<file path="src/hdl/i4qdp_pkg.sv">
package i4qdp_pkg;

    localparam int LANES = 4;

    // Width of the working frame of the floating-point unit.
    localparam int FW = 80;

    localparam logic [31:0] F32_NEG_ZERO = 32'h8000_0000;
    localparam logic [31:0] F32_ONE      = 32'h3F80_0000;
    localparam logic [31:0] F32_DEF_NAN  = 32'hFFC0_0000;
    localparam logic [31:0] F32_QNAN_BIT = 32'h0040_0000;

    typedef enum logic [1:0] {
        REG_GROUP_SIZE = 2'd0,
        REG_ACT_SCALE  = 2'd1,
        REG_ZERO_POINT = 2'd2
    } cfg_reg_t;

    typedef struct packed {
        logic [31:0] acc;
        logic [31:0] outer_scale;
        logic [31:0] ksum;
        logic        first;
        logic        last;
    } grp_entry_t;

    typedef struct packed {
        logic start;
        logic int_mode;
        logic neg_c;
    } fma_ctl_t;

    typedef struct packed {
        logic               sign;
        logic               nan;
        logic               inf;
        logic               zero;
        logic [23:0]        mant;
        logic signed [11:0] lsb;
    } fp_unpacked_t;

    typedef enum logic [2:0] {
        FS_IDLE,
        FS_MUL,
        FS_ALIGN,
        FS_ADD,
        FS_NORM,
        FS_ROUND,
        FS_DONE
    } fma_state_t;

    typedef enum logic [2:0] {
        BS_IDLE,
        BS_CONV,
        BS_GROUP,
        BS_KZ,
        BS_SUB,
        BS_SCALE,
        BS_OUT
    } back_state_t;

    function automatic fp_unpacked_t unpack_f32(input logic [31:0] v);
        fp_unpacked_t u;
        logic [7:0]   e1;
        u.sign = v[31];
        u.nan  = (v[30:23] == 8'hFF) && (v[22:0] != 23'd0);
        u.inf  = (v[30:23] == 8'hFF) && (v[22:0] == 23'd0);
        u.zero = (v[30:0] == 31'd0);
        u.mant = {(v[30:23] != 8'd0), v[22:0]};
        e1     = (v[30:23] == 8'd0) ? 8'd1 : v[30:23];
        // Weight of the mantissa LSB, as a power of two.
        u.lsb  = $signed({4'b0000, e1}) - 12'sd150;
        return u;
    endfunction

    // Right shift that ORs every bit shifted out into the LSB.
    function automatic logic [FW-1:0] jam_shr(input logic [FW-1:0] v, input logic [6:0] s);
        logic [FW-1:0] mask;
        mask = ~({FW{1'b1}} << s);
        return (v >> s) | FW'(|(v & mask));
    endfunction

    function automatic logic [31:0] i8_to_f32(input logic signed [7:0] v);
        logic [7:0]  mag;
        logic [2:0]  pos;
        logic [22:0] frac;
        logic [7:0]  ex;
        mag = v[7] ? 8'(-v) : 8'(v);
        pos = 3'd0;
        for (int i = 0; i < 8; i++) begin
            if (mag[i]) begin
                pos = 3'(i);
            end
        end
        frac = 23'({15'd0, mag} << (5'd23 - {2'b00, pos}));
        ex   = 8'd127 + {5'd0, pos};
        return (mag == 8'd0) ? 32'd0 : {v[7], ex, frac};
    endfunction

endpackage

</file>
<file path="src/hdl/i4qdp_back.sv">
module i4qdp_back
    import i4qdp_pkg::*;
(
    input  logic              clk,
    input  logic              rst_n,
    input  logic              q_empty,
    output logic              q_pop,
    input  grp_entry_t        q_data,
    input  logic [31:0]       act_scale_bits,
    input  logic signed [7:0] act_zero_point,
    output fma_ctl_t          fctl,
    output logic [31:0]       fa,
    output logic [31:0]       fb,
    output logic [31:0]       fc,
    output logic [31:0]       fint,
    input  logic              fdone,
    input  logic [31:0]       fres,
    output logic              empty,
    input  logic              pop,
    output logic [31:0]       result_bits
);

    back_state_t state_reg, state_next;
    logic        wait_reg, wait_next;
    grp_entry_t  ent_reg, ent_next;
    logic [31:0] sum_reg, sum_next;
    logic [31:0] tmp_reg, tmp_next;
    logic        out_valid_reg, out_valid_next;
    logic [31:0] out_data_reg, out_data_next;
    logic        op_state;

    assign op_state = (state_reg == BS_CONV) || (state_reg == BS_GROUP) ||
                      (state_reg == BS_KZ) || (state_reg == BS_SUB) ||
                      (state_reg == BS_SCALE);

    always_comb
    begin
        state_next = state_reg;
        unique case (state_reg)
            BS_IDLE:  if (!q_empty) state_next = BS_CONV;
            BS_CONV:  if (fdone) state_next = BS_GROUP;
            BS_GROUP:
            begin
                if (fdone)
                begin
                    state_next = ent_reg.last ? BS_KZ : BS_IDLE;
                end
            end
            BS_KZ:    if (fdone) state_next = BS_SUB;
            BS_SUB:   if (fdone) state_next = BS_SCALE;
            BS_SCALE: if (fdone) state_next = BS_OUT;
            BS_OUT:   if (!out_valid_reg) state_next = BS_IDLE;
            default:  state_next = BS_IDLE;
        endcase
    end

    // Each step issues one operation to the shared unit and waits for its result.
    always_comb
    begin
        q_pop         = (state_reg == BS_IDLE) && !q_empty;
        fctl.start    = op_state && !wait_reg;
        fctl.int_mode = (state_reg == BS_CONV);
        fctl.neg_c    = (state_reg == BS_SUB);
        fint          = ent_reg.acc;
        fa            = tmp_reg;
        fb            = ent_reg.outer_scale;
        fc            = F32_NEG_ZERO;
        unique case (state_reg)
            BS_GROUP:
            begin
                fa = tmp_reg;
                fb = ent_reg.outer_scale;
                fc = ent_reg.first ? F32_NEG_ZERO : sum_reg;
            end
            BS_KZ:
            begin
                fa = ent_reg.ksum;
                fb = i8_to_f32(act_zero_point);
            end
            BS_SUB:
            begin
                fa = sum_reg;
                fb = F32_ONE;
                fc = tmp_reg;
            end
            BS_SCALE:
            begin
                fa = tmp_reg;
                fb = act_scale_bits;
            end
            default:
            begin
            end
        endcase
    end

    always_comb
    begin
        wait_next      = wait_reg;
        ent_next       = ent_reg;
        sum_next       = sum_reg;
        tmp_next       = tmp_reg;
        out_valid_next = out_valid_reg;
        out_data_next  = out_data_reg;
        if (q_pop)
        begin
            ent_next = q_data;
        end
        if (op_state)
        begin
            if (fdone)
            begin
                wait_next = 1'b0;
                if (state_reg == BS_GROUP)
                begin
                    sum_next = fres;
                end
                else
                begin
                    tmp_next = fres;
                end
            end
            else
            begin
                wait_next = 1'b1;
            end
        end
        if (pop && out_valid_reg)
        begin
            out_valid_next = 1'b0;
        end
        if ((state_reg == BS_OUT) && !out_valid_reg)
        begin
            out_valid_next = 1'b1;
            out_data_next  = tmp_reg;
        end
    end

    assign empty       = !out_valid_reg;
    assign result_bits = out_data_reg;

    always_ff @(posedge clk)
    begin
        ent_reg      <= ent_next;
        sum_reg      <= sum_next;
        tmp_reg      <= tmp_next;
        out_data_reg <= out_data_next;
    end

    always_ff @(posedge clk or negedge rst_n)
    begin
        if (!rst_n)
        begin
            state_reg     <= BS_IDLE;
            wait_reg      <= 1'b0;
            out_valid_reg <= 1'b0;
        end
        else
        begin
            state_reg     <= state_next;
            wait_reg      <= wait_next;
            out_valid_reg <= out_valid_next;
        end
    end

endmodule

</file>
<file path="config.mk">
export PLATFORM = sky130hd
export DESIGN_NAME = i4qdp_back
export DESIGN_NICKNAME = d
export VERILOG_FILES = /design/src/hdl/i4qdp_pkg.sv /design/src/hdl/i4qdp_back.sv
export SDC_FILE = /design/constraint.sdc
export NUM_CORES = 1
export LEC_CHECK = 0
export ABC_AREA = 1
export BUFFER_PORTS_ARGS = -buffer_cell sky130_fd_sc_hd__buf_2
export CORE_MARGIN = 2
export CORE_UTILIZATION = 25
export DETAILED_ROUTE_END_ITERATION = 8
export GPL_ROUTABILITY_DRIVEN = 0
export SLEW_MARGIN = 20
export SYNTH_ARGS = -nofsm -noshare
export SYNTH_HDL_FRONTEND = slang
export SYNTH_SLANG_ARGS = --single-unit
</file>
<file path="constraint.sdc">
create_clock -name clk -period 7.32 [get_ports clk]
set_input_delay 1.464 -clock clk [delete_from_list [all_inputs] [get_ports clk]]
set_output_delay 1.464 -clock clk [all_outputs]
set_load 0.02 [all_outputs]
</file>
# Word level (Yosys, flattened, before mapping)
# Index checks and enable logic that the tools add are counted.
# op_classes
add_sub_neg,3
eq_ne,13
shift,1
muxes,26
bitwise_logic,1
reduce_logical,17
# op_table
cell,count
$pmux 32 s2,2
$pmux 32 s3,1
$mux 32,2
$mux 3,14
$shl 8x5->23,1
$pmux 3 s7,1
$ne 2x2->1 const B,5
$eq 3x3->1 const B,3
$add 7x3->8 const A,1
$logic_not 8->1,1
$mux 8,1
$neg 8->8,1
$reduce_and 7->1,1
$eq 3x2->1 const B,2
$reduce_and 3->1,2
$sub 5x3->5 const A,1
$logic_and 1x1->1,4
$logic_or 1x1->1,4
$mux 1,4
$ne 2x1->1 const B,2
$eq 3x1->1 const B,1
$logic_not 1->1,3
$logic_not 3->1,1
$mux 2,1
other kinds (2),2
# word_totals
register_bits,199
inputBits,175
output_inout_bits,165
word_cells,72

# Longest topological paths before layout
# depth
depth_word,14
depth_mapped,16
mapped_depth_nobuf,16

# Worst setup path before layout
# OpenSTA, ideal clock, no wires.
# synth_timing
kind,in2out
startpoint,input port q_empty
endpoint,output port q_pop
arrival_ps,5762
required_time_ps,5856
slack_ps,94
cell_stages,1
n_path_buf,0
path_cell_list,nor2_1
# synth_via
elab_chain_cells,2
# synth_lines
item,line_no,text
start: declaration,i4qdp_back.sv:6,"input logic q_empty,"
$logic_not 1->1,i4qdp_back.sv:60,q_pop = (state_reg == BS_IDLE) && !q_empty;
$logic_and 1x1->1,i4qdp_back.sv:60,
end: declaration,i4qdp_back.sv:7,"output logic q_pop,"
# No other way between the ends.

# Worst setup path in the final report
# layout_timing
startpoint,input port act_zero_point[0]
endpoint,output port fb[25]
# layout_via
elab_chain_cells,13
word_cells_on_any_way,14
classes_between,2 x add/sub; 11 x mux; 1 x reduce/logical
# layout_lines
item,line_no,text
start: declaration,i4qdp_back.sv:10,"input logic signed [7:0] act_zero_point,"
$neg 8->8,i4qdp_pkg.sv:88,mag = v[7] ? 8'(-v) : 8'(v);
$mux 8 *,i4qdp_pkg.sv:88,
$mux 1,i4qdp_pkg.sv:91,if (mag[i]) begin
$mux 3 (6 in a row),i4qdp_pkg.sv:91,
$mux 3,i4qdp_back.sv:68,unique case (state_reg)
$add 7x3->8,i4qdp_pkg.sv:96,"ex = 8'd127 + {5'd0, pos};"
$mux 32 *,i4qdp_pkg.sv:97,"return (mag == 8'd0) ? 32'd0 : {v[7], ex, frac};"
$pmux 32 s3 *,i4qdp_back.sv:68,
end: declaration,i4qdp_back.sv:13,"output logic [31:0] fb,"
# Mark *: on every way between the ends. The rest lies on a longest branch, timed or not. The select of a mux whose other input is x is not followed.

==> impl_metrics.toml <==
[clock_tree]
cts_hold_buf = 0
root_buffer = "clkbuf_16"
cts_buffers = 17
h-tree-depth = 4
path_clk_slew_ns = 0.08
cts_tree = "yes"
numClockSinks = 199
clkLatencyLatePin_ns = 0.45
post_cts_resized = 0
clk_path_buf_depth = 2
cts_setup_buffers = 0

[global_routing]
top_usage_layer = "met2"
grt_pass1_vias = 6412
grt_first_pass_wirelength_um = 39000
global_route.usage.met1_pct = 18.5
grt_max_degree = 75
gr-total-overflow = 0
met2_usage_pct = 24.4
grtUsageTotal_pct = 15.0
antenna_found_initial = 8
use_met3_pct = 4.48

[timing]
period_minus_slack_ns = 5.04
final-setup-viol-count = 0
tns_ns = 0
hold_viol = 0
tightest_slew_ns = 0.999
rsz0062_at_grt = "no"
fmax_mhz = 198
post-route-period-util_pct = 68.9
clock_skew_ns = 0.00939
slew-limit-headroom_pct = 33.4
slew_violations = 0
finalWorstSetupSlack_ns = 2.28

[final_layout]
drive_gt1_share_pct = 41.4
largest_register_ffs = 66
area_delta_synth_final_pct = 31.8
num-nets-final = 1157

[setup_path]
path_delay_family = "adder cells"
worst-endpoint-required_ns = 5.86
critPathBufInv = 5
path_class = "primary input to primary output"
crit_slowest_cell = "ha_1"
path_max_fanout = 8
critical_path.max_stage_delay_ns = 0.28
end_kind = "primary output"
arrival_ns = 3.58
path_common_cell = "ha_1"
crit_path_start_kind = "primary input"
cp_cell_sequence = "buf_2 > inv_1 > ha_1 > inv_1 > nand3_1 > and2_1 > nand3_2 > nand2_1 > nand2_2 > inv_2 > ha_1 > ha_1 > o211ai_1 > buf_2"

[place]
place_ws_ns = 2.30
io_buffers = 339
dpl.hpwl_um = 18100

[routing]
drtAntennaViolNets = 0
viasPerCell = 4.35
drt-initial-drc-count = 437
routed_wirelength_um = 26100
first_pass_iters = 5
wire_per_inst_um = 18.1
dr_total_vias = 6258
drc_errors = 0

[synthesis]
netlist_instances = 664
synth_area_leaders = "edfxtp_1, nand2_1, o211ai_1"
ys_types = 32
synth_area_leader_cell = "edfxtp_1"
yosysSeqAreaShare_pct = 71.2
synthesis.nets = 842
synth_area_um2 = 8360
yosysWarningCount = 0
synth_top_area_share_pct = 69.7
ys_seq_elements = 199
synth_area_per_cell_um2 = 12.6

[status]
outcome = "finished clean"

[job]
max_cap_viol_count = 0

[power_and_ir_drop]
worst_ir_drop_vdd_uv = 193
powerDensity_nw_per_um2 = 401
total_power_mw = 4.42
p_leak_nw = 4.63

[floorplan]
die-area_um2 = 34900
die_w_um = 187
coreArea_um2 = 32700
die_y_um = 187
rows = 66
start_util_pct = 25.6
io_pins = 340

[hold_path]
hp-class = "flip-flop to flip-flop"
## cell type report
class                      instances  area (µm²)
antenna                            5        12.5
clock buffer                      18         429
clock inverter                    13         164
fill                            3339       21700
inverter                          58         218
multi-input combinational        351        1890
sequential                       199        5950
tap                              442         553
timing repair buffer             352        1810
## cells in the final DEF (no fill, tap or decap), types with 4 or more instances in the layout
cell type / n
inv_1: 55
buf_2: 339
o31ai_1: 31
o21ai_0: 10
nor2_2: 7
nand2_1: 171
o211ai_1: 35
buf_4: 12
nor2_4: 5
diode_2: 5
a22o_1: 16
nor2_1: 12
nand2_2: 7
dfrtp_1: 5
inv_6: 4
clkbuf_16: 17
edfxtp_1: 194
nand3_1: 34
## synth_stat cells, drive strengths merged
library cell / instances
edfxtp: 194
nand2: 179
inv: 57
buf: 40
nand3: 36
o211ai: 35
o31ai: 31
nor2: 24
a22o: 16
clkbuf: 16
o21ai: 11
dfrtp: 5
nor3: 4
a21oi: 3
ha: 3
nand4: 3
a31oi: 2
a211oi: 1
and2: 1
clkinv: 1
nand3b: 1
o21bai: 1
## routing by layer
metal  routed length, µm  vias up
met5                  27        -
met2               12600      229
met4                 728        4
li1                    -     2972
met3                1740       43
met1               11000     3010
## path summary, 6_finish.rpt
path / from / end / slack, ns / cells past startpoint
setup / recovery: act_zero_point[0] / fb[25] / 2.28 / 14
hold / removal: tmp_reg[9] / result_bits[9] / 0.47 / 0
setup reg to reg: state_reg[0] / fint[24] / 4.62 / 7
hold reg to reg: tmp_reg[9] / result_bits[9] / 0.47 / 0
max in group asynchronous: rst_n / state_reg[2] / 6.36 / 1
min in group asynchronous: rst_n / wait_reg / 0.83 / 1
## report_power, final
part           switching (mW)  internal (mW)
Clock                   0.445          0.514
Combinational            1.33          0.532
Sequential             0.0835           1.52
## logic make-up after synthesis
family	synth area share (%)
buf+inv	6.69
compound gates	8.92
fa+ha+maj	0.449
flops	71.2
simple gates	12.8
## worst reg2reg max path, stage by stage (launching register included)
cell     delay [ns]
dfrtp_1        0.46
nor2_1         0.13
inv_1          0.10
nor2_2         0.16
inv_1          0.10
nor2_4         0.08
buf_4          0.38
buf_4          0.82
## stage by stage
step	hold WS (ns)	utilization [%]	instances	area, µm²
after floorplan	0.451	-	664	8360
after global placement	0.461	31.8	1401	10400
after detailed placement	0.461	31.8	1401	10400
after CTS	0.471	33.6	1432	11000
after global routing	0.492	33.7	1437	11000
final	0.472	33.7	1438	11000
Note: power is estimated with default switching activity, not from simulation.
