===== config.mk =====
export PLATFORM = sky130hd
export DESIGN_NAME = i4qdp_fifo
export DESIGN_NICKNAME = d
export VERILOG_FILES = /design/src/hdl/i4qdp_pkg.sv /design/src/hdl/i4qdp_fifo.sv
export SDC_FILE = /design/constraint.sdc
export NUM_CORES = 1
export LEC_CHECK = 0
export ABC_AREA = 0
export ABC_CLOCK_PERIOD_IN_PS = 5720
export BUFFER_PORTS_ARGS = -buffer_cell sky130_fd_sc_hd__buf_2
export CAP_MARGIN = 15
export CORE_AREA = 2 2 176 161
export DETAILED_ROUTE_END_ITERATION = 6
export DIE_AREA = 0 0 178 163
export PLACE_DENSITY = 0.84
export SLEW_MARGIN = 20
export SYNTH_ARGS = -nofsm -noshare
export SYNTH_HDL_FRONTEND = slang
export SYNTH_SLANG_ARGS = --single-unit

===== constraint.sdc =====
create_clock -name clk -period 5.72 [get_ports clk]
set_input_delay 0.286 -clock clk [delete_from_list [all_inputs] [get_ports clk]]
set_output_delay 0.286 -clock clk [all_outputs]
set_load 0.005 [all_outputs]

===== src/hdl/i4qdp_pkg.sv =====
package i4qdp_pkg;

    localparam int LANES = 4;

    // Width of the working frame of the floating-point unit.
    localparam int FW = 80;

    localparam logic [31:0] F32_NEG_ZERO = 32'h8000_0000;
    localparam logic [31:0] F32_ONE      = 32'h3F80_0000;
    localparam logic [31:0] F32_DEF_NAN  = 32'hFFC0_0000;
    localparam logic [31:0] F32_QNAN_BIT = 32'h0040_0000;

    typedef enum logic [1:0] {
        REG_GROUP_SIZE = 2'd0,
        REG_ACT_SCALE  = 2'd1,
        REG_ZERO_POINT = 2'd2
    } cfg_reg_t;

    typedef struct packed {
        logic [31:0] acc;
        logic [31:0] outer_scale;
        logic [31:0] ksum;
        logic        first;
        logic        last;
    } grp_entry_t;

    typedef struct packed {
        logic start;
        logic int_mode;
        logic neg_c;
    } fma_ctl_t;

    typedef struct packed {
        logic               sign;
        logic               nan;
        logic               inf;
        logic               zero;
        logic [23:0]        mant;
        logic signed [11:0] lsb;
    } fp_unpacked_t;

    typedef enum logic [2:0] {
        FS_IDLE,
        FS_MUL,
        FS_ALIGN,
        FS_ADD,
        FS_NORM,
        FS_ROUND,
        FS_DONE
    } fma_state_t;

    typedef enum logic [2:0] {
        BS_IDLE,
        BS_CONV,
        BS_GROUP,
        BS_KZ,
        BS_SUB,
        BS_SCALE,
        BS_OUT
    } back_state_t;

    function automatic fp_unpacked_t unpack_f32(input logic [31:0] v);
        fp_unpacked_t u;
        logic [7:0]   e1;
        u.sign = v[31];
        u.nan  = (v[30:23] == 8'hFF) && (v[22:0] != 23'd0);
        u.inf  = (v[30:23] == 8'hFF) && (v[22:0] == 23'd0);
        u.zero = (v[30:0] == 31'd0);
        u.mant = {(v[30:23] != 8'd0), v[22:0]};
        e1     = (v[30:23] == 8'd0) ? 8'd1 : v[30:23];
        // Weight of the mantissa LSB, as a power of two.
        u.lsb  = $signed({4'b0000, e1}) - 12'sd150;
        return u;
    endfunction

    // Right shift that ORs every bit shifted out into the LSB.
    function automatic logic [FW-1:0] jam_shr(input logic [FW-1:0] v, input logic [6:0] s);
        logic [FW-1:0] mask;
        mask = ~({FW{1'b1}} << s);
        return (v >> s) | FW'(|(v & mask));
    endfunction

    function automatic logic [31:0] i8_to_f32(input logic signed [7:0] v);
        logic [7:0]  mag;
        logic [2:0]  pos;
        logic [22:0] frac;
        logic [7:0]  ex;
        mag = v[7] ? 8'(-v) : 8'(v);
        pos = 3'd0;
        for (int i = 0; i < 8; i++) begin
            if (mag[i]) begin
                pos = 3'(i);
            end
        end
        frac = 23'({15'd0, mag} << (5'd23 - {2'b00, pos}));
        ex   = 8'd127 + {5'd0, pos};
        return (mag == 8'd0) ? 32'd0 : {v[7], ex, frac};
    endfunction

endpackage


===== src/hdl/i4qdp_fifo.sv =====
module i4qdp_fifo
    import i4qdp_pkg::*;
#(
    parameter int DEPTH = 4
) (
    input  logic       clk,
    input  logic       rst_n,
    input  logic       push,
    input  grp_entry_t wdata,
    output logic       full,
    input  logic       pop,
    output grp_entry_t rdata,
    output logic       empty
);

    localparam int AW = (DEPTH > 1) ? $clog2(DEPTH) : 1;
    localparam int CW = $clog2(DEPTH + 1);

    grp_entry_t      mem_reg [DEPTH];
    logic [AW-1:0]   wr_ptr_reg, wr_ptr_next;
    logic [AW-1:0]   rd_ptr_reg, rd_ptr_next;
    logic [CW-1:0]   count_reg, count_next;
    logic            do_push, do_pop;

    assign full    = (count_reg == CW'(DEPTH));
    assign empty   = (count_reg == '0);
    assign do_push = push && !full;
    assign do_pop  = pop && !empty;
    assign rdata   = mem_reg[rd_ptr_reg];

    always_comb
    begin
        wr_ptr_next = wr_ptr_reg;
        rd_ptr_next = rd_ptr_reg;
        count_next  = count_reg;
        if (do_push)
        begin
            wr_ptr_next = (wr_ptr_reg == AW'(DEPTH - 1)) ? '0 : wr_ptr_reg + 1'b1;
        end
        if (do_pop)
        begin
            rd_ptr_next = (rd_ptr_reg == AW'(DEPTH - 1)) ? '0 : rd_ptr_reg + 1'b1;
        end
        if (do_push && !do_pop)
        begin
            count_next = count_reg + 1'b1;
        end
        else if (do_pop && !do_push)
        begin
            count_next = count_reg - 1'b1;
        end
    end

    always_ff @(posedge clk)
    begin
        if (do_push)
        begin
            mem_reg[wr_ptr_reg] <= wdata;
        end
    end

    always_ff @(posedge clk or negedge rst_n)
    begin
        if (!rst_n)
        begin
            wr_ptr_reg <= '0;
            rd_ptr_reg <= '0;
            count_reg  <= '0;
        end
        else
        begin
            wr_ptr_reg <= wr_ptr_next;
            rd_ptr_reg <= rd_ptr_next;
            count_reg  <= count_next;
        end
    end

endmodule


Word-level counts from Yosys, hierarchy flattened. Memories as Yosys holds them, arrays and structs flattened. Cells that the tools add are included.

Add/sub/neg operators: 4. Eq/ne operators: 3. Mux-type cells: 6. Reductions and logical operators: 10.

Operators by type and width (count): $mux W3 (2); $add A2 B1 Y2 const B (2); $eq A2 B2 Y1 const B (2); $logic_and A1 B1 Y1 (4); $logic_not A1 Y1 (4); $mux W2 (2); $add A3 B1 Y3 const B (1); $eq A3 B3 Y1 const B (1); $logic_not A3 Y1 (1); $sub A3 B1 Y3 const B (1); $mux W1 (2); $reduce_bool A2 Y1 (1).

Register bits after elaboration: 7. Memory bits (writable): 392. Output and inout port bits: 100. Logic and storage cells: 27. Bits of input ports: 102. Memories: 1.

Memories: mem_reg (words 4, width 98, read ports 1, clocked after memory_dff 0, write ports 1, line i4qdp_fifo.sv:19) `grp_entry_t mem_reg [DEPTH];`.

Logic depth before layout (Yosys ltp). Gate-level depths: netlist of the first run.

Depth in word-level cells: 7. Depth in mapped cells: 8. Gate-level depth less buffers: 8.

Least setup slack after synthesis of the first run. Ideal clock, no wire load.

Path kind: register to register. Start point: reg wr_ptr_reg[0]. End point: mem mem_reg[3][0] in the netlist's numbering (enable). Path slack: 441 ps. Cell stages (with the launch flop): 4. Library setup time: 558 ps. Data arrival time: 4722 ps. Path through: dfrtp_1 ha_1 nand2_1 nor2_1.

RTL lines: start, declared (line i4qdp_fifo.sv:20) `logic [AW-1:0] wr_ptr_reg, wr_ptr_next;`; start signal, assigned (line i4qdp_fifo.sv:72) `wr_ptr_reg <= wr_ptr_next;`; end, declared (line i4qdp_fifo.sv:19).

Straight into the memory's write port.

==> impl_metrics.csv, run 1 <==
group,metric,value,unit
cells_and_area,drive_gt1_share,41.9,%
placed_design,io_buffers,201,
worst_setup_path,worst_setup_path_start_kind,"flop",
cts,clock_latency,0.51,ns
timing,holdWs,0.0210,ns
worst_setup_path,crit_arrival,2.77,ns
routing,antenna_left,0,
logic_synthesis,synth_top_cell_by_area,"edfxtp_1",
die,die_x,178,um
worst_setup_path,crit_start,"rd_ptr_reg[1]",
routing,dr.pass1.iters,5,
worst_setup_path,rrSetupSlack,3.01,ns
logic_synthesis,yosysTopAreaCellShare,80.1,%
cells_and_area,final_nets,978,
power,power_per_cell_area,481,nW/um^2
placed_design,gp_congestion,0.696,
die,row_count,58,
power,peakVddDrop,0.297,mV
routing,drc,0,
timing,hold_viol,0,
logic_synthesis,syn_area,14700,um^2
min_path,hp-class,"input pin to flop",
placed_design,dp_hpwl,15500,um
grt,grtUsageTotal,18.7,%
logic_synthesis,ys_seq_elements,399,
logic_synthesis,synthTopCellsByArea,"edfxtp_1 80%, mux4_2 15%, buf_12 1.4%",
logic_synthesis,avgSynthCellArea,26.8,um^2
routing,num_vias,6762,
die,design.portCount,202,
grt,grt_max_degree,57,
routing,avgRoutedWirePerCell,21.0,um
logic_synthesis,netlist-cell-type-count,22,
die,die_area,29000,um^2
worst_setup_path,timing.rr.start,"count_reg[0]",
timing,rsz0062_at_grt,"no",
grt,grt_pass1_wl,40700,um
worst_setup_path,crit_fanout,55,
cells_and_area,largest_reg_flops,392,
timing,fmaxAchievable,0.327,GHz
die,start_util,53.7,%
timing,slew_headroom,34.0,%
cts,clk_pin_slew,0.06,ns
grt,grt_antenna_before_repair,3,
logic_synthesis,seq_area_frac_synth,81.2,%
cells_and_area,post-route-util,66.0,%
grt,grt_pass1_vias,7304,
cts,cts_buffers,39,
power,p_leak,6.22,nW
timing,finalSetupViolations,0,
worst_setup_path,r2r_cells,4,
cts,cts_tree,"done",
timing,worst_slew_pin_slew,0.990,ns
timing,post-route-period-util,53.4,%
timing,slew_violations,0,
cts,h-tree-depth,2,
worst_setup_path,required,5.43,ns
timing,fin_setup_tns,0,ns
die,core,27400,um^2
logic_synthesis,ys_warn_count,0,
timing,min_period,3.05,ns
cells_and_area,areaGrowthSynthToFinish,22.8,%
power,p_total,0.00868,W
worst_setup_path,critPathKind,"flop to primary output",
routing,finalWirelength,26400,um
cells_and_area,layout_commonest_cell,"edfxtp_1",
die,fp.dieH,163,um
routing,drt-initial-drc-count,364,
worst_setup_path,r2r-end,"mem_reg[0][22]",
run,cap_violations,0,
timing,skew,0.0216,ns
cts,cts_sinks,399,
status,status,"finished, final reports clean",
cells_and_area,final_cell_mix,"392 x edfxtp_1, 201 x buf_2, 98 x mux4_2",
routing,via_per_inst,5.38,
logic_synthesis,synth_nets,658,
worst_setup_path,endpoint_kind,"primary output",
cts,root_buffer,"clkbuf_16",
logic_synthesis,syn_inst,549,
grt,grt-ovfl-total,0,
cts,clock_path_buffers,3,
worst_setup_path,endpoint,"rdata[59]",
-- final cells by class --
type	instances	area (um^2)
Antenna cell	3	7.51
Multi-Input combinational cell	125	2490
Clock buffer	44	1050
Inverter	3	11.3
Fill cell	1706	9300
Clock inverter	21	106
Tap cell	360	450
Sequential cell	399	12000
Timing Repair Buffer	301	1990
-- timing repair --
item,in CTS,in global routing
hold endpoints to repair,363,3
gates resized for setup,0,0
hold buffers,91,1
setup buffers,0,0
-- per-stage QoR --
stage                     instance area, um^2  instances  setup WS (ns)
final                                   18100       1256           2.67
after global routing                    18100       1256           2.54
after CTS                               18000       1252           2.60
after detailed placement                16000       1096           2.97
after global placement                  16000       1096           3.09
after floorplan                         14700        549          0.441
-- report_power, final --
part	leakage, nW	internal [W]	switching [W]
clock network	0.569	0.00131	0.000974
logic	1.98	0.00117	0.00113
registers	3.67	0.00387	0.000238
total	6.22	0.00634	0.00234
-- layer usage --
layer  up-vias  global-route usage, %  wire, um
met5         -                      0         0
met1      3465                   24.5     10500
li1       3017                      -         -
met3        49                   4.62      1780
met4         0                   5.44       546
met2       231                   31.5     13600
-- logic make-up after synthesis --
| family | synth area share, % |
|---|---|
| compound gates | 0.136 |
| xor+xnor | 0.179 |
| fa+ha+maj | 0.647 |
| buf+inv | 1.91 |
| flops | 81.2 |
| mux | 15.4 |
| simple gates | 0.519 |
-- critical path: stages (launching register included) --
cell	delay [ns]
dfrtp_4	0.96
buf_4	0.69
mux4_2	0.43
buf_2	0.15
-- cells in the mapped netlist --
master,count
a21o_1,1
and2_1,3
buf_12,10
buf_2,10
buf_4,1
buf_6,1
dfrtp_1,7
edfxtp_1,392
fa_1,1
ha_1,6
inv_1,3
mux2_2,2
mux2_4,2
mux4_2,98
nand2_1,1
nor2_1,3
nor2b_4,1
nor3_1,2
nor3b_4,1
o31ai_2,1
xnor2_1,1
xor2_1,2
-- how the worst min path moves through the flow --
stage	from	endpoint	slack, ns	depth (start not counted)
3_5_place_dp	rst_n	count_reg[1]	0.13	1
4_1_cts	wdata[19]	mem_reg[2][19]	0.001	1
6_report	wdata[9]	mem_reg[3][9]	0.02	1
5_1_grt	wdata[19]	mem_reg[2][19]	0.00008	1
3_3_place_gp	rst_n	count_reg[2]	0.13	1
2_1_floorplan	rst_n	count_reg[0]	-0.01	0
No activity file was read; power rests on OpenSTA's default activity.
==> run 2, diff against run 1 <==
- ABC_CLOCK_PERIOD_IN_PS: 5720 -> 2600
- CORE_AREA: 2 2 176 161 -> 2 2 182 167
- DIE_AREA: 0 0 178 163 -> 0 0 184 169
- PLACE_DENSITY: 0.84 -> 0.82
- clock period: 5.72 -> 2.6 ns (I/O delays scaled with it)
==> run 2 against run 1 <==
Effect of this change: wire length grew 4.9%; flip-flop and latch count is the same; die area grew 7.2%; core utilization shrank 3.1 points; power grew 130%.
==> impl_metrics.csv, run 2 (synthesized netlist as in run 1, its figures left out) <==
group,metric,value,unit
status,status,"finished, final reports clean",
placed_design,dp_hpwl,15300,um
min_path,hold_end,"wr_ptr_reg[1]",
timing,fin_setup_tns,0,ns
worst_setup_path,required,2.47,ns
placed_design,dpl.cell_count,1113,
routing,dr.pass1.iters,4,
die,design.portCount,202,
cells_and_area,post-route-util,62.9,%
min_path,worstHoldPathCells,3,
power,peakVddDrop,0.599,mV
die,die_area,31100,um^2
worst_setup_path,rrSetupSlack,0.47,ns
cts,clock_path_buffers,3,
die,row_count,60,
grt,grt-ovfl-total,0,
timing,post-route-period-util,86.0,%
grt,grt_antenna_before_repair,2,
routing,via_per_inst,5.39,
placed_design,io_buffers,201,
routing,drc,0,
cts,cts_sinks,399,
cells_and_area,areaGrowthSynthToFinish,25.3,%
grt,grtUsageTotal,18.0,%
worst_setup_path,worst_setup_path_start_kind,"flop",
worst_setup_path,r2r-end,"count_reg[2]",
timing,rsz0062_at_grt,"no",
timing,worst_slew_pin_slew,0.484,ns
routing,num_vias,6947,
grt,grt_max_degree,53,
power,power_per_cell_area,1070,nW/um^2
cts,cts_buffers,41,
cts,root_buffer,"clkbuf_16",
min_path,hp-class,"input pin to flop",
worst_setup_path,timing.rr.start,"count_reg[0]",
cts,clk_pin_slew,0.06,ns
power,p_leak,6.35,nW
worst_setup_path,critPathKind,"flop to primary output",
cts,postCtsSetupBuffers,0,
placed_design,dpl-instance-area,16200,um^2
cells_and_area,final_cell_mix,"392 x edfxtp_1, 201 x buf_2, 101 x dlygate4sd3_1",
cts,ctsHoldBuffers,101,
cells_and_area,final_nets,994,
timing,hold_viol,0,
cells_and_area,design_area,18400,um^2
worst_setup_path,crit_fanout,38,
grt,grt_pass1_vias,7514,
cells_and_area,largest_reg_flops,392,
placed_design,gp_congestion,0.729,
grt,grt_pass1_wl,42300,um
routing,drt-initial-drc-count,589,
routing,avgRoutedWirePerCell,21.5,um
die,core,29300,um^2
cells_and_area,layout.cells.non_filler,1288,
cts,clock_latency,0.51,ns
cts,postCtsResizedCells,0,
routing,antenna_left,0,
cts,cts_tree,"done",
cells_and_area,drive_gt1_share,41.4,%
min_path,min_from,"push",
cells_and_area,layout_commonest_cell,"edfxtp_1",
die,die_x,184,um
worst_setup_path,endpoint_kind,"primary output",
timing,fmaxAchievable,0.447,GHz
die,fp.dieH,169,um
timing,min_period,2.24,ns
cts,h-tree-depth,2,
routing,finalWirelength,27700,um
worst_setup_path,r2r_cells,7,
timing,skew,0.0159,ns
run,cap_violations,0,
die,start_util,50.2,%
worst_setup_path,crit_arrival,2.11,ns
timing,slew_violations,0,
timing,slew_headroom,67.7,%
timing,finalSetupViolations,0,
[run 2: layout make-up]
class,instances,area [um^2]
sequential,399,12000
fill,1940,10900
multi-input combinational,125,2490
timing repair buffer,315,2260
clock buffer,54,1110
tap,372,465
clock inverter,18,111
inverter,3,11.3
antenna,2,5.00
[run 2: per-stage QoR]
| stage | hold WS [ns] | total power [W] | worst slack, ns |
|---|---|---|---|
| after floorplan | -0.166 | 0.0125 | 0.104 |
| after global placement | -0.0283 | 0.0143 | 0.577 |
| after detailed placement | -0.0230 | 0.0144 | 0.525 |
| after CTS | 0.0837 | 0.0199 | 0.332 |
| after global routing | 0.0923 | 0.0206 | 0.257 |
| final | 0.113 | 0.0197 | 0.363 |
[run 2: critical path, cell delays in order (launching register included)]
cell     delay, ns
dfrtp_4       0.74
buf_12        0.31
mux4_2        0.36
buf_2         0.15
[run 2: power by group]
group          internal, W  switching, W  leakage, nW
sequential         0.00849      0.000427         3.67
clock              0.00310       0.00224        0.595
combinational      0.00277       0.00267         2.08
[run 2: metal layers]
layer  routed length (um)  up-vias  share of wire (%)  track usage (%)
met5                    0        -                  0                0
met4                  512        0                1.8             4.94
met3                 1680       43                6.1             3.74
met2                14200      250                 51             31.1
met1                11300     3603                 41             23.6
li1                     -     3051                  -                -
[run 2: worst max path at each step]
stage                             start            end  slack [ns]  cells after the start
final                     rd_ptr_reg[1]      rdata[39]        0.36                      3
after global routing      rd_ptr_reg[1]      rdata[16]        0.26                      3
after CTS                 rd_ptr_reg[1]      rdata[39]        0.33                      3
after detailed placement   count_reg[0]   count_reg[2]        0.52                      7
after global placement     count_reg[0]   count_reg[2]        0.58                      7
after floorplan           wr_ptr_reg[0]  mem_reg[3][0]        0.10                      3
