===== src/hdl/i4qdp_pkg.sv =====
package i4qdp_pkg;

    localparam int LANES = 4;

    // Width of the working frame of the floating-point unit.
    localparam int FW = 80;

    localparam logic [31:0] F32_NEG_ZERO = 32'h8000_0000;
    localparam logic [31:0] F32_ONE      = 32'h3F80_0000;
    localparam logic [31:0] F32_DEF_NAN  = 32'hFFC0_0000;
    localparam logic [31:0] F32_QNAN_BIT = 32'h0040_0000;

    typedef enum logic [1:0] {
        REG_GROUP_SIZE = 2'd0,
        REG_ACT_SCALE  = 2'd1,
        REG_ZERO_POINT = 2'd2
    } cfg_reg_t;

    typedef struct packed {
        logic [31:0] acc;
        logic [31:0] outer_scale;
        logic [31:0] ksum;
        logic        first;
        logic        last;
    } grp_entry_t;

    typedef struct packed {
        logic start;
        logic int_mode;
        logic neg_c;
    } fma_ctl_t;

    typedef struct packed {
        logic               sign;
        logic               nan;
        logic               inf;
        logic               zero;
        logic [23:0]        mant;
        logic signed [11:0] lsb;
    } fp_unpacked_t;

    typedef enum logic [2:0] {
        FS_IDLE,
        FS_MUL,
        FS_ALIGN,
        FS_ADD,
        FS_NORM,
        FS_ROUND,
        FS_DONE
    } fma_state_t;

    typedef enum logic [2:0] {
        BS_IDLE,
        BS_CONV,
        BS_GROUP,
        BS_KZ,
        BS_SUB,
        BS_SCALE,
        BS_OUT
    } back_state_t;

    function automatic fp_unpacked_t unpack_f32(input logic [31:0] v);
        fp_unpacked_t u;
        logic [7:0]   e1;
        u.sign = v[31];
        u.nan  = (v[30:23] == 8'hFF) && (v[22:0] != 23'd0);
        u.inf  = (v[30:23] == 8'hFF) && (v[22:0] == 23'd0);
        u.zero = (v[30:0] == 31'd0);
        u.mant = {(v[30:23] != 8'd0), v[22:0]};
        e1     = (v[30:23] == 8'd0) ? 8'd1 : v[30:23];
        // Weight of the mantissa LSB, as a power of two.
        u.lsb  = $signed({4'b0000, e1}) - 12'sd150;
        return u;
    endfunction

    // Right shift that ORs every bit shifted out into the LSB.
    function automatic logic [FW-1:0] jam_shr(input logic [FW-1:0] v, input logic [6:0] s);
        logic [FW-1:0] mask;
        mask = ~({FW{1'b1}} << s);
        return (v >> s) | FW'(|(v & mask));
    endfunction

    function automatic logic [31:0] i8_to_f32(input logic signed [7:0] v);
        logic [7:0]  mag;
        logic [2:0]  pos;
        logic [22:0] frac;
        logic [7:0]  ex;
        mag = v[7] ? 8'(-v) : 8'(v);
        pos = 3'd0;
        for (int i = 0; i < 8; i++) begin
            if (mag[i]) begin
                pos = 3'(i);
            end
        end
        frac = 23'({15'd0, mag} << (5'd23 - {2'b00, pos}));
        ex   = 8'd127 + {5'd0, pos};
        return (mag == 8'd0) ? 32'd0 : {v[7], ex, frac};
    endfunction

endpackage


===== src/hdl/i4qdp_fma.sv =====
module i4qdp_fma
    import i4qdp_pkg::*;
(
    input  logic        clk,
    input  logic        rst_n,
    input  fma_ctl_t    ctl,
    input  logic [31:0] a_bits,
    input  logic [31:0] b_bits,
    input  logic [31:0] c_bits,
    input  logic [31:0] int_val,
    output logic        done,
    output logic [31:0] res
);

    fma_state_t         state_reg, state_next;
    logic               psign_reg, psign_next;
    logic               csign_reg, csign_next;
    logic               rsign_reg, rsign_next;
    logic [23:0]        ma_reg, ma_next;
    logic [23:0]        mb_reg, mb_next;
    logic [23:0]        mc_reg, mc_next;
    logic signed [11:0] ep_reg, ep_next;
    logic signed [11:0] ec_reg, ec_next;
    logic [47:0]        prod_reg, prod_next;
    logic [FW-1:0]      pf_reg, pf_next;
    logic [FW-1:0]      cf_reg, cf_next;
    logic [FW-1:0]      m_reg, m_next;
    logic signed [11:0] e_reg, e_next;
    logic [31:0]        res_reg, res_next;

    fp_unpacked_t       ua, ub, uc;
    logic               in_psign, in_csign;
    logic               spec;
    logic [31:0]        spec_res;
    logic [31:0]        int_mag;

    logic [FW-1:0]      al_pf, al_cf;
    logic signed [11:0] al_e;

    logic [FW-1:0]      add_mag;
    logic               add_sign, add_zero, zero_sign;

    logic [3:0]         lz;

    logic [31:0]        round_res;

    assign ua       = unpack_f32(a_bits);
    assign ub       = unpack_f32(b_bits);
    assign uc       = unpack_f32(c_bits);
    assign in_psign = ua.sign ^ ub.sign;
    assign in_csign = uc.sign ^ ctl.neg_c;
    assign int_mag  = int_val[31] ? (~int_val + 32'd1) : int_val;

    // NaN operands propagate in operand order; an invalid product is formed before
    // the addend is looked at, so it yields the default NaN even over a NaN addend.
    always_comb
    begin
        spec     = 1'b1;
        spec_res = F32_DEF_NAN;
        priority if (ua.nan)
        begin
            spec_res = a_bits | F32_QNAN_BIT;
        end
        else if (ub.nan)
        begin
            spec_res = b_bits | F32_QNAN_BIT;
        end
        else if ((ua.inf && ub.zero) || (ua.zero && ub.inf))
        begin
            spec_res = F32_DEF_NAN;
        end
        else if (uc.nan)
        begin
            spec_res = c_bits | F32_QNAN_BIT;
        end
        else if (ua.inf || ub.inf)
        begin
            if (uc.inf && (in_csign != in_psign))
            begin
                spec_res = F32_DEF_NAN;
            end
            else
            begin
                spec_res = {in_psign, 8'hFF, 23'd0};
            end
        end
        else if (uc.inf)
        begin
            spec_res = {in_csign, 8'hFF, 23'd0};
        end
        else
        begin
            spec = 1'b0;
        end
    end

    // The frame LSB sits two bits below the product LSB. An addend far above
    // the product pushes the product down into the sticky bit instead.
    always_comb
    begin
        logic signed [11:0] pos;
        logic signed [11:0] sp;
        logic signed [11:0] npos;
        logic [6:0]         amt;
        logic [FW-1:0]      pbase;
        logic [FW-1:0]      cbase;
        pos   = ec_reg - ep_reg + 12'sd2;
        sp    = pos - 12'sd54;
        npos  = -pos;
        pbase = {30'd0, prod_reg, 2'b00};
        cbase = {56'd0, mc_reg};
        amt   = 7'd0;
        al_pf = pbase;
        al_cf = cbase;
        al_e  = ep_reg - 12'sd2;
        if (pos > 12'sd54)
        begin
            amt   = (sp > 12'sd63) ? 7'd63 : sp[6:0];
            al_pf = jam_shr(pbase, amt);
            al_cf = cbase << 54;
            al_e  = ep_reg - 12'sd2 + sp;
        end
        else if (pos >= 12'sd0)
        begin
            al_cf = cbase << pos[6:0];
        end
        else
        begin
            amt   = (npos > 12'sd63) ? 7'd63 : npos[6:0];
            al_cf = jam_shr(cbase, amt);
        end
    end

    always_comb
    begin
        if (psign_reg == csign_reg)
        begin
            add_mag  = pf_reg + cf_reg;
            add_sign = psign_reg;
        end
        else if (pf_reg >= cf_reg)
        begin
            add_mag  = pf_reg - cf_reg;
            add_sign = psign_reg;
        end
        else
        begin
            add_mag  = cf_reg - pf_reg;
            add_sign = csign_reg;
        end
        add_zero  = (add_mag == '0);
        zero_sign = (psign_reg == csign_reg) ? psign_reg : 1'b0;
    end

    always_comb
    begin
        lz = 4'd8;
        for (int i = 0; i < 8; i++)
        begin
            if (m_reg[FW-8+i])
            begin
                lz = 4'(7 - i);
            end
        end
    end

    always_comb
    begin
        logic signed [11:0] be;
        logic signed [11:0] sh;
        logic [4:0]         s;
        logic [FW-1:0]      t;
        logic [7:0]         expf;
        logic [22:0]        frac;
        logic               guard, sticky, rnd;
        logic [30:0]        body;
        be     = e_reg + 12'sd206;
        sh     = 12'sd1 - be;
        if (be >= 12'sd1)
        begin
            s = 5'd0;
        end
        else if (sh > 12'sd31)
        begin
            s = 5'd31;
        end
        else
        begin
            s = sh[4:0];
        end
        t      = jam_shr(m_reg, {2'b00, s});
        expf   = (be >= 12'sd1) ? be[7:0] : 8'd0;
        frac   = t[FW-2:FW-24];
        guard  = t[FW-25];
        sticky = |t[FW-26:0];
        rnd    = guard && (sticky || frac[0]);
        body   = {expf, frac} + 31'(rnd);
        if (be >= 12'sd255)
        begin
            round_res = {rsign_reg, 8'hFF, 23'd0};
        end
        else
        begin
            round_res = {rsign_reg, body};
        end
    end

    always_comb
    begin
        state_next = state_reg;
        unique case (state_reg)
            FS_IDLE:
            begin
                if (ctl.start)
                begin
                    if (ctl.int_mode)
                    begin
                        state_next = (int_val == 32'd0) ? FS_DONE : FS_NORM;
                    end
                    else
                    begin
                        state_next = spec ? FS_DONE : FS_MUL;
                    end
                end
            end
            FS_MUL:   state_next = FS_ALIGN;
            FS_ALIGN: state_next = FS_ADD;
            FS_ADD:   state_next = add_zero ? FS_DONE : FS_NORM;
            FS_NORM:  state_next = m_reg[FW-1] ? FS_ROUND : FS_NORM;
            FS_ROUND: state_next = FS_DONE;
            FS_DONE:  state_next = FS_IDLE;
            default:  state_next = FS_IDLE;
        endcase
    end

    always_comb
    begin
        psign_next = psign_reg;
        csign_next = csign_reg;
        rsign_next = rsign_reg;
        ma_next    = ma_reg;
        mb_next    = mb_reg;
        mc_next    = mc_reg;
        ep_next    = ep_reg;
        ec_next    = ec_reg;
        prod_next  = prod_reg;
        pf_next    = pf_reg;
        cf_next    = cf_reg;
        m_next     = m_reg;
        e_next     = e_reg;
        res_next   = res_reg;
        unique case (state_reg)
            FS_IDLE:
            begin
                if (ctl.start)
                begin
                    if (ctl.int_mode)
                    begin
                        m_next     = FW'(int_mag);
                        e_next     = 12'sd0;
                        rsign_next = int_val[31];
                        res_next   = 32'd0;
                    end
                    else
                    begin
                        res_next   = spec_res;
                        psign_next = in_psign;
                        csign_next = in_csign;
                        ma_next    = ua.mant;
                        mb_next    = ub.mant;
                        mc_next    = uc.mant;
                        ep_next    = ua.lsb + ub.lsb;
                        ec_next    = uc.lsb;
                    end
                end
            end
            FS_MUL:
            begin
                prod_next = ma_reg * mb_reg;
            end
            FS_ALIGN:
            begin
                pf_next = al_pf;
                cf_next = al_cf;
                e_next  = al_e;
            end
            FS_ADD:
            begin
                m_next     = add_mag;
                rsign_next = add_sign;
                res_next   = {zero_sign, 31'd0};
            end
            FS_NORM:
            begin
                if (!m_reg[FW-1])
                begin
                    m_next = m_reg << lz;
                    e_next = e_reg - 12'(lz);
                end
            end
            FS_ROUND:
            begin
                res_next = round_res;
            end
            FS_DONE:
            begin
            end
            default:
            begin
            end
        endcase
    end

    assign done = (state_reg == FS_DONE);
    assign res  = res_reg;

    always_ff @(posedge clk)
    begin
        psign_reg <= psign_next;
        csign_reg <= csign_next;
        rsign_reg <= rsign_next;
        ma_reg    <= ma_next;
        mb_reg    <= mb_next;
        mc_reg    <= mc_next;
        ep_reg    <= ep_next;
        ec_reg    <= ec_next;
        prod_reg  <= prod_next;
        pf_reg    <= pf_next;
        cf_reg    <= cf_next;
        m_reg     <= m_next;
        e_reg     <= e_next;
        res_reg   <= res_next;
    end

    always_ff @(posedge clk or negedge rst_n)
    begin
        if (!rst_n)
        begin
            state_reg <= FS_IDLE;
        end
        else
        begin
            state_reg <= state_next;
        end
    end

endmodule


===== config.mk =====
export PLATFORM = sky130hd
export DESIGN_NAME = i4qdp_fma
export DESIGN_NICKNAME = d
export VERILOG_FILES = /design/src/hdl/i4qdp_pkg.sv /design/src/hdl/i4qdp_fma.sv
export SDC_FILE = /design/constraint.sdc
export NUM_CORES = 2
export LEC_CHECK = 0
export BUFFER_PORTS_ARGS = -buffer_cell sky130_fd_sc_hd__clkbuf_2
export CAP_MARGIN = 0
export CORE_ASPECT_RATIO = 0.7
export CORE_MARGIN = 10
export CORE_UTILIZATION = 50
export DETAILED_ROUTE_END_ITERATION = 10
export GPL_TIMING_DRIVEN = 0
export PLACE_DENSITY = 0.69
export SLEW_MARGIN = 20
export SYNTH_ARGS = -nofsm -noshare
export SYNTH_HDL_FRONTEND = slang
export SYNTH_SLANG_ARGS = --single-unit

===== constraint.sdc =====
create_clock -name clk -period 7.9 [get_ports clk]
set_input_delay 1.185 -clock clk [delete_from_list [all_inputs] [get_ports clk]]
set_output_delay 1.185 -clock clk [all_outputs]
set_load 0.01 [all_outputs]

# == Yosys cells after proc, flatten, opt, wreduce, memory -nomap -nowiden ==
# Index checks and enable logic that the tools add are counted.
# op_classes
n_addsub,18
n_mul,1
n_lt_le_gt_ge,8
n_eq_ne,14
n_shift,8
mux,61
bitwise_logic,13
reduce_logical,44
# op_table
op,n
two-way mux 80 bit,6
two-way mux 32 bit,10
NOT 80 bit,3
one-hot mux 80 bit (3 select lines),1
OR reduction 80 bit,3
bitwise OR 80 x 1 -> 80 bit,2
left shift 80 x 7 -> 80 bit (first input constant),2
subtractor 80 bit,2
one-hot mux 32 bit (3 select lines),1
adder 80 bit,1
AND 24 x 80 -> 80 bit,1
AND 50 x 80 -> 80 bit,1
AND 80 bit,1
greater-or-equal comparator 80 bit,1
logical NOT 80 bit,1
left shift 24 x 7 -> 80 bit,1
left shift 80 x 4 -> 80 bit,1
left shift 80 x 5 -> 80 bit (first input constant),1
>> shifter 24 x 7 -> 80 bit,1
>> shifter 50 x 7 -> 80 bit,1
>> shifter 80 x 5 -> 79 bit,1
bitwise OR 79 x 1 -> 79 bit,1
two-way mux 78 bit,1
logical NOT 23 bit,3
other kinds (56),120
# word_totals
register_bits,434
input_bits,133
elab_cells,185

# == Depth between registers and ports, before layout ==
# logic_depth
word_depth,16
mapped_depth,32

# == Worst setup path before layout ==
# No wires, ideal clock.
# synth_timing
path_kind,input-to-reg
start,input port ctl[1] (netlist bit)
end,register csign_reg (enable)
arrival_ns,7.629
required_time_ns,7.240
path_slack_ns,-0.389
path_stages,1
n_path_buf,0
cell_sequence,nor3_1
# synth_between
elab_chain_cells,2
# synth_lines
element,line,source
"start, declared",i4qdp_fma.sv:6,"input fma_ctl_t ctl,"
NOT 1 bit (no source line),n/a,
AND reduction 3 bit (no source line),n/a,
"end signal, assigned",i4qdp_fma.sv:320,csign_reg <= csign_next;
"end, declared",i4qdp_fma.sv:17,"logic csign_reg, csign_next;"
# Every way passes these cells.
# A chain may end at the register's enable or synchronous reset.

# == Final worst setup path ==
# layout_timing
start,register psign_reg
end,register state_reg[1]
# layout_between
elab_chain_cells,5
# layout_lines
element,line,source
"start, declared",i4qdp_fma.sv:16,"logic psign_reg, psign_next;"
"start signal, assigned",i4qdp_fma.sv:319,psign_reg <= psign_next;
equality test 1 bit,i4qdp_fma.sv:136,if (psign_reg == csign_reg)
two-way mux 80 bit,i4qdp_fma.sv:136,
logical NOT 80 bit,i4qdp_fma.sv:151,add_zero = (add_mag == '0);
two-way mux 2 bit,i4qdp_fma.sv:228,FS_ADD: state_next = add_zero ? FS_DONE : FS_NORM;
one-hot mux 3 bit (6 select lines),i4qdp_fma.sv:211,unique case (state_reg)
"end signal, assigned",i4qdp_fma.sv:343,state_reg <= state_next;
"end, declared",i4qdp_fma.sv:15,"fma_state_t state_reg, state_next;"
# Every way passes these cells.

==> flow_summary.toml <==
[timing]
drv_slew = 0
tightest_slew_ns = 1.31
fin_crit_ns = 8.51
fin_ws_ns = -0.611
whs_ns = 0.385
hold_viol = 0
setup_viol = 9
max_freq_mhz = 117
fin_crit_sh_pct = 108
setup-tns-final_ns = -2.13
rsz0062_at_grt = "yes"
clock_skew_ns = 0.0264
maxSlewHeadroom_pct = 12.0

[global_routing]
grt_first_pass_wirelength_mm = 484
overflow = 0
grtUsageTotal_pct = 45.3
grt_max_degree = 83
antenna_found_initial = 31
grt_pass1_vias = 66700

[critical_path]
worst-path-max-fanout = 10
crit_required_ns = 8.46
worstSetupStartpoint = "psign_reg$_DFFE_PP_"
path_class = "reg -> reg"
r2r-start = "psign_reg$_DFFE_PP_"
arrival_ns = 9.07
r2r_cells = 14
cp-end-kind = "flip-flop"
cp-start-kind = "flip-flop"

[finish]
fin_nets = 9441
final_core_util_pct = 55.9
drive_above_1_share_pct = 9.34
layout.cells.non_filler = 10200
area_delta_synth_final_pct = 10.8

[logic_synthesis]
yosys_warnings = 0
synthMuxAreaShare_pct = 7.32
synth_top_area_cell = "edfxtp_1"
synth_compound_area_share_pct = 20.9
ys_seq_area_share_pct = 18.4
syn_nets = 9091
ys_top_cells_by_area = "edfxtp_1 (18%), fa_1 (15%), ha_1 (7.3%)"
synth-xor-area-share_pct = 3.50
synth_enable_flop_cells = 396
synth_top_area_share_pct = 18.3
synthDistinctLibCells = 121
synth_top_family_by_area = "adder cells"
syn-instance-count = 8091
synthAdderAreaFrac_pct = 22.4
synth.avg_cell_area_sq_um = 8.04
yosys.area_share.simple_pct = 20.3
synth-main-ff-cell = "edfxtp_1"
async_flop_share_pct = 0.752
syn-cell-area_sq_um = 65100
synth-seq-cells = 399

[die]
initial_core_util_pct = 50.5
die-area_sq_um = 145000
die_height_um = 322
fp.dieW_um = 451
ios = 166
core_area_sq_um = 129000
row_count = 110

[placed_design]
gp_congestion = 1.15
dp_hpwl_mm = 284
port_buffers = 165
placed_cells = 10000

[clock_tree]
cts_root_buf = "clkbuf_16"
cts_buffers = 46
htreeDepth = 2
worstSkewPairLatency_ns = 0.65
clkTransAtPathRegs_ns = 0.07
holdBufCountCts = 0
clock_path_buffers = 3
cts_tree = "done"
cts.sinks = 399

[route]
dr.pass1.iters = 9
drtAntennaViolNets = 0
wl_per_cell_um = 34.1
via_per_inst = 7.09
routed_wl_mm = 349
via_count = 72600
drc_errors = 0
drt_iter0_markers = 13800

[job]
maxCapViolations = 0

[min_path]
worstHoldPathType = "in -> async"

[run_status]
violations = "negative setup slack"
status = "finished, violations left"
==> through the flow <==
step / setup slack, ns / instance area [sq um]
2_1_floorplan: 0.533 / 65100
3_3_place_gp: -1.44 / 68100
3_5_place_dp: -1.24 / 68500
4_1_cts: -0.0757 / 71000
5_1_grt: -0.212 / 72000
6_report: -0.611 / 72100
==> worst max-delay path: stages (launching register included) <==
cell	delay, ns
edfxtp_1	0.51
ha_1	0.62
clkbuf_1	0.42
buf_1	0.84
clkbuf_1	0.92
buf_1	0.81
buf_1	0.74
clkbuf_1	0.82
clkbuf_1	0.90
o21ai_0	0.25
o21ai_0	0.14
nand2_1	0.09
xnor2_1	0.69
nor4b_2	0.34
a41o_1	0.26
==> area by class of cell <==
type / count / area (sq um)
plain buffers: 494 / 2470
clock buffers: 48 / 1180
fillers: 11900 / 56900
inverters: 717 / 2700
repair buffers: 309 / 2200
multi-input cells: 6474 / 49000
diodes: 20 / 50.0
flip-flops and latches: 399 / 12000
clock inverters: 37 / 294
well taps: 1736 / 2170
==> path summary, 6_finish.rpt <==
| check | endpoint | slack, ns |
|---|---|---|
| setup / recovery | state_reg[1]$_DFFE_PN0N_ | -0.61 |
| hold / removal | state_reg[2]$_DFFE_PN0N_ | 0.39 |
| setup reg to reg | state_reg[1]$_DFFE_PN0N_ | -0.61 |
| hold reg to reg | state_reg[0]$_DFFE_PN0N_ | 0.74 |
| max in group asynchronous | state_reg[1]$_DFFE_PN0N_ | 7.34 |
| min in group clk | state_reg[0]$_DFFE_PN0N_ | 0.74 |
==> metal layers <==
metal	vias to the layer above	global-route usage (%)	wire length (um)
met5	-	0.611	583
met2	6772	59.0	129000
met4	32	18.4	19800
met1	35100	61.8	134000
met3	1237	23.6	65300
li1	29400	-	-
==> synth_stat cells (19+ instances only) <==
library cell and n:
mux4_2 19, nor2_1 588, clkbuf_1 392, a22o_1 32, and3_1 55, nand4_1 81, o221ai_1 37, o21a_1 50
buf_1 59, nand2_1 1065, o31ai_1 59, a22oi_1 61, nor4_1 88, inv_1 711, o21bai_1 78, o22ai_1 119
o211ai_1 55, ha_1 377, a31oi_1 89, a221oi_1 28, nor2b_1 35, a21o_1 96, fa_1 490, a211oi_1 76
a21boi_0 23, xor2_1 73, o21ai_0 399, or3_1 64, a32oi_1 19, or2_2 21, and2_1 268, nand2b_1 45
a222oi_1 20, xnor2_1 182, edfxtp_1 396, mux2i_1 404, buf_2 36, nand3_1 195, or4_1 30, nor3_1 206
mux2_2 26, a21oi_1 623
==> kinds of logic after synthesis <==
| kind of cell | Yosys count |
|---|---|
| AND/OR/NAND/NOR | 2808 |
| AO/OA/AOI/OAI | 2088 |
| buffers and inverters | 1218 |
| adder cells (fa/ha/maj) | 871 |
| multiplexers | 449 |
| flip-flops | 399 |
| XOR/XNOR | 257 |
| other | 1 |
==> placed cells by master (no fill, tap or decap), drive strengths merged, types with 119 or more instances in the layout <==
cell type | synthesis | routed
a21oi | 630 | 630
and2 | 268 | 268
buf | 109 | 287
clkbuf | 392 | 564
edfxtp | 396 | 396
fa | 490 | 490
ha | 377 | 377
inv | 714 | 721
mux2i | 404 | 404
nand2 | 1065 | 1065
nand3 | 196 | 196
nor2 | 588 | 588
nor3 | 208 | 208
o21ai | 418 | 418
o22ai | 119 | 119
xnor2 | 183 | 183
==> timing repair <==
| item | 4_1_cts | 5_1_grt |
|---|---|---|
| cloned | 0 | 2 |
| endpoints found under the setup margin | 81 | 49 |
| gates resized for setup | 199 | 202 |
| pin swaps | 20 | 68 |
| buffers inserted | 60 | 61 |
| hold endpoints to repair | 0 | 0 |
Power is not shown: default switching activity piles up to over one toggle a cycle in this logic, so the estimate is an artifact.
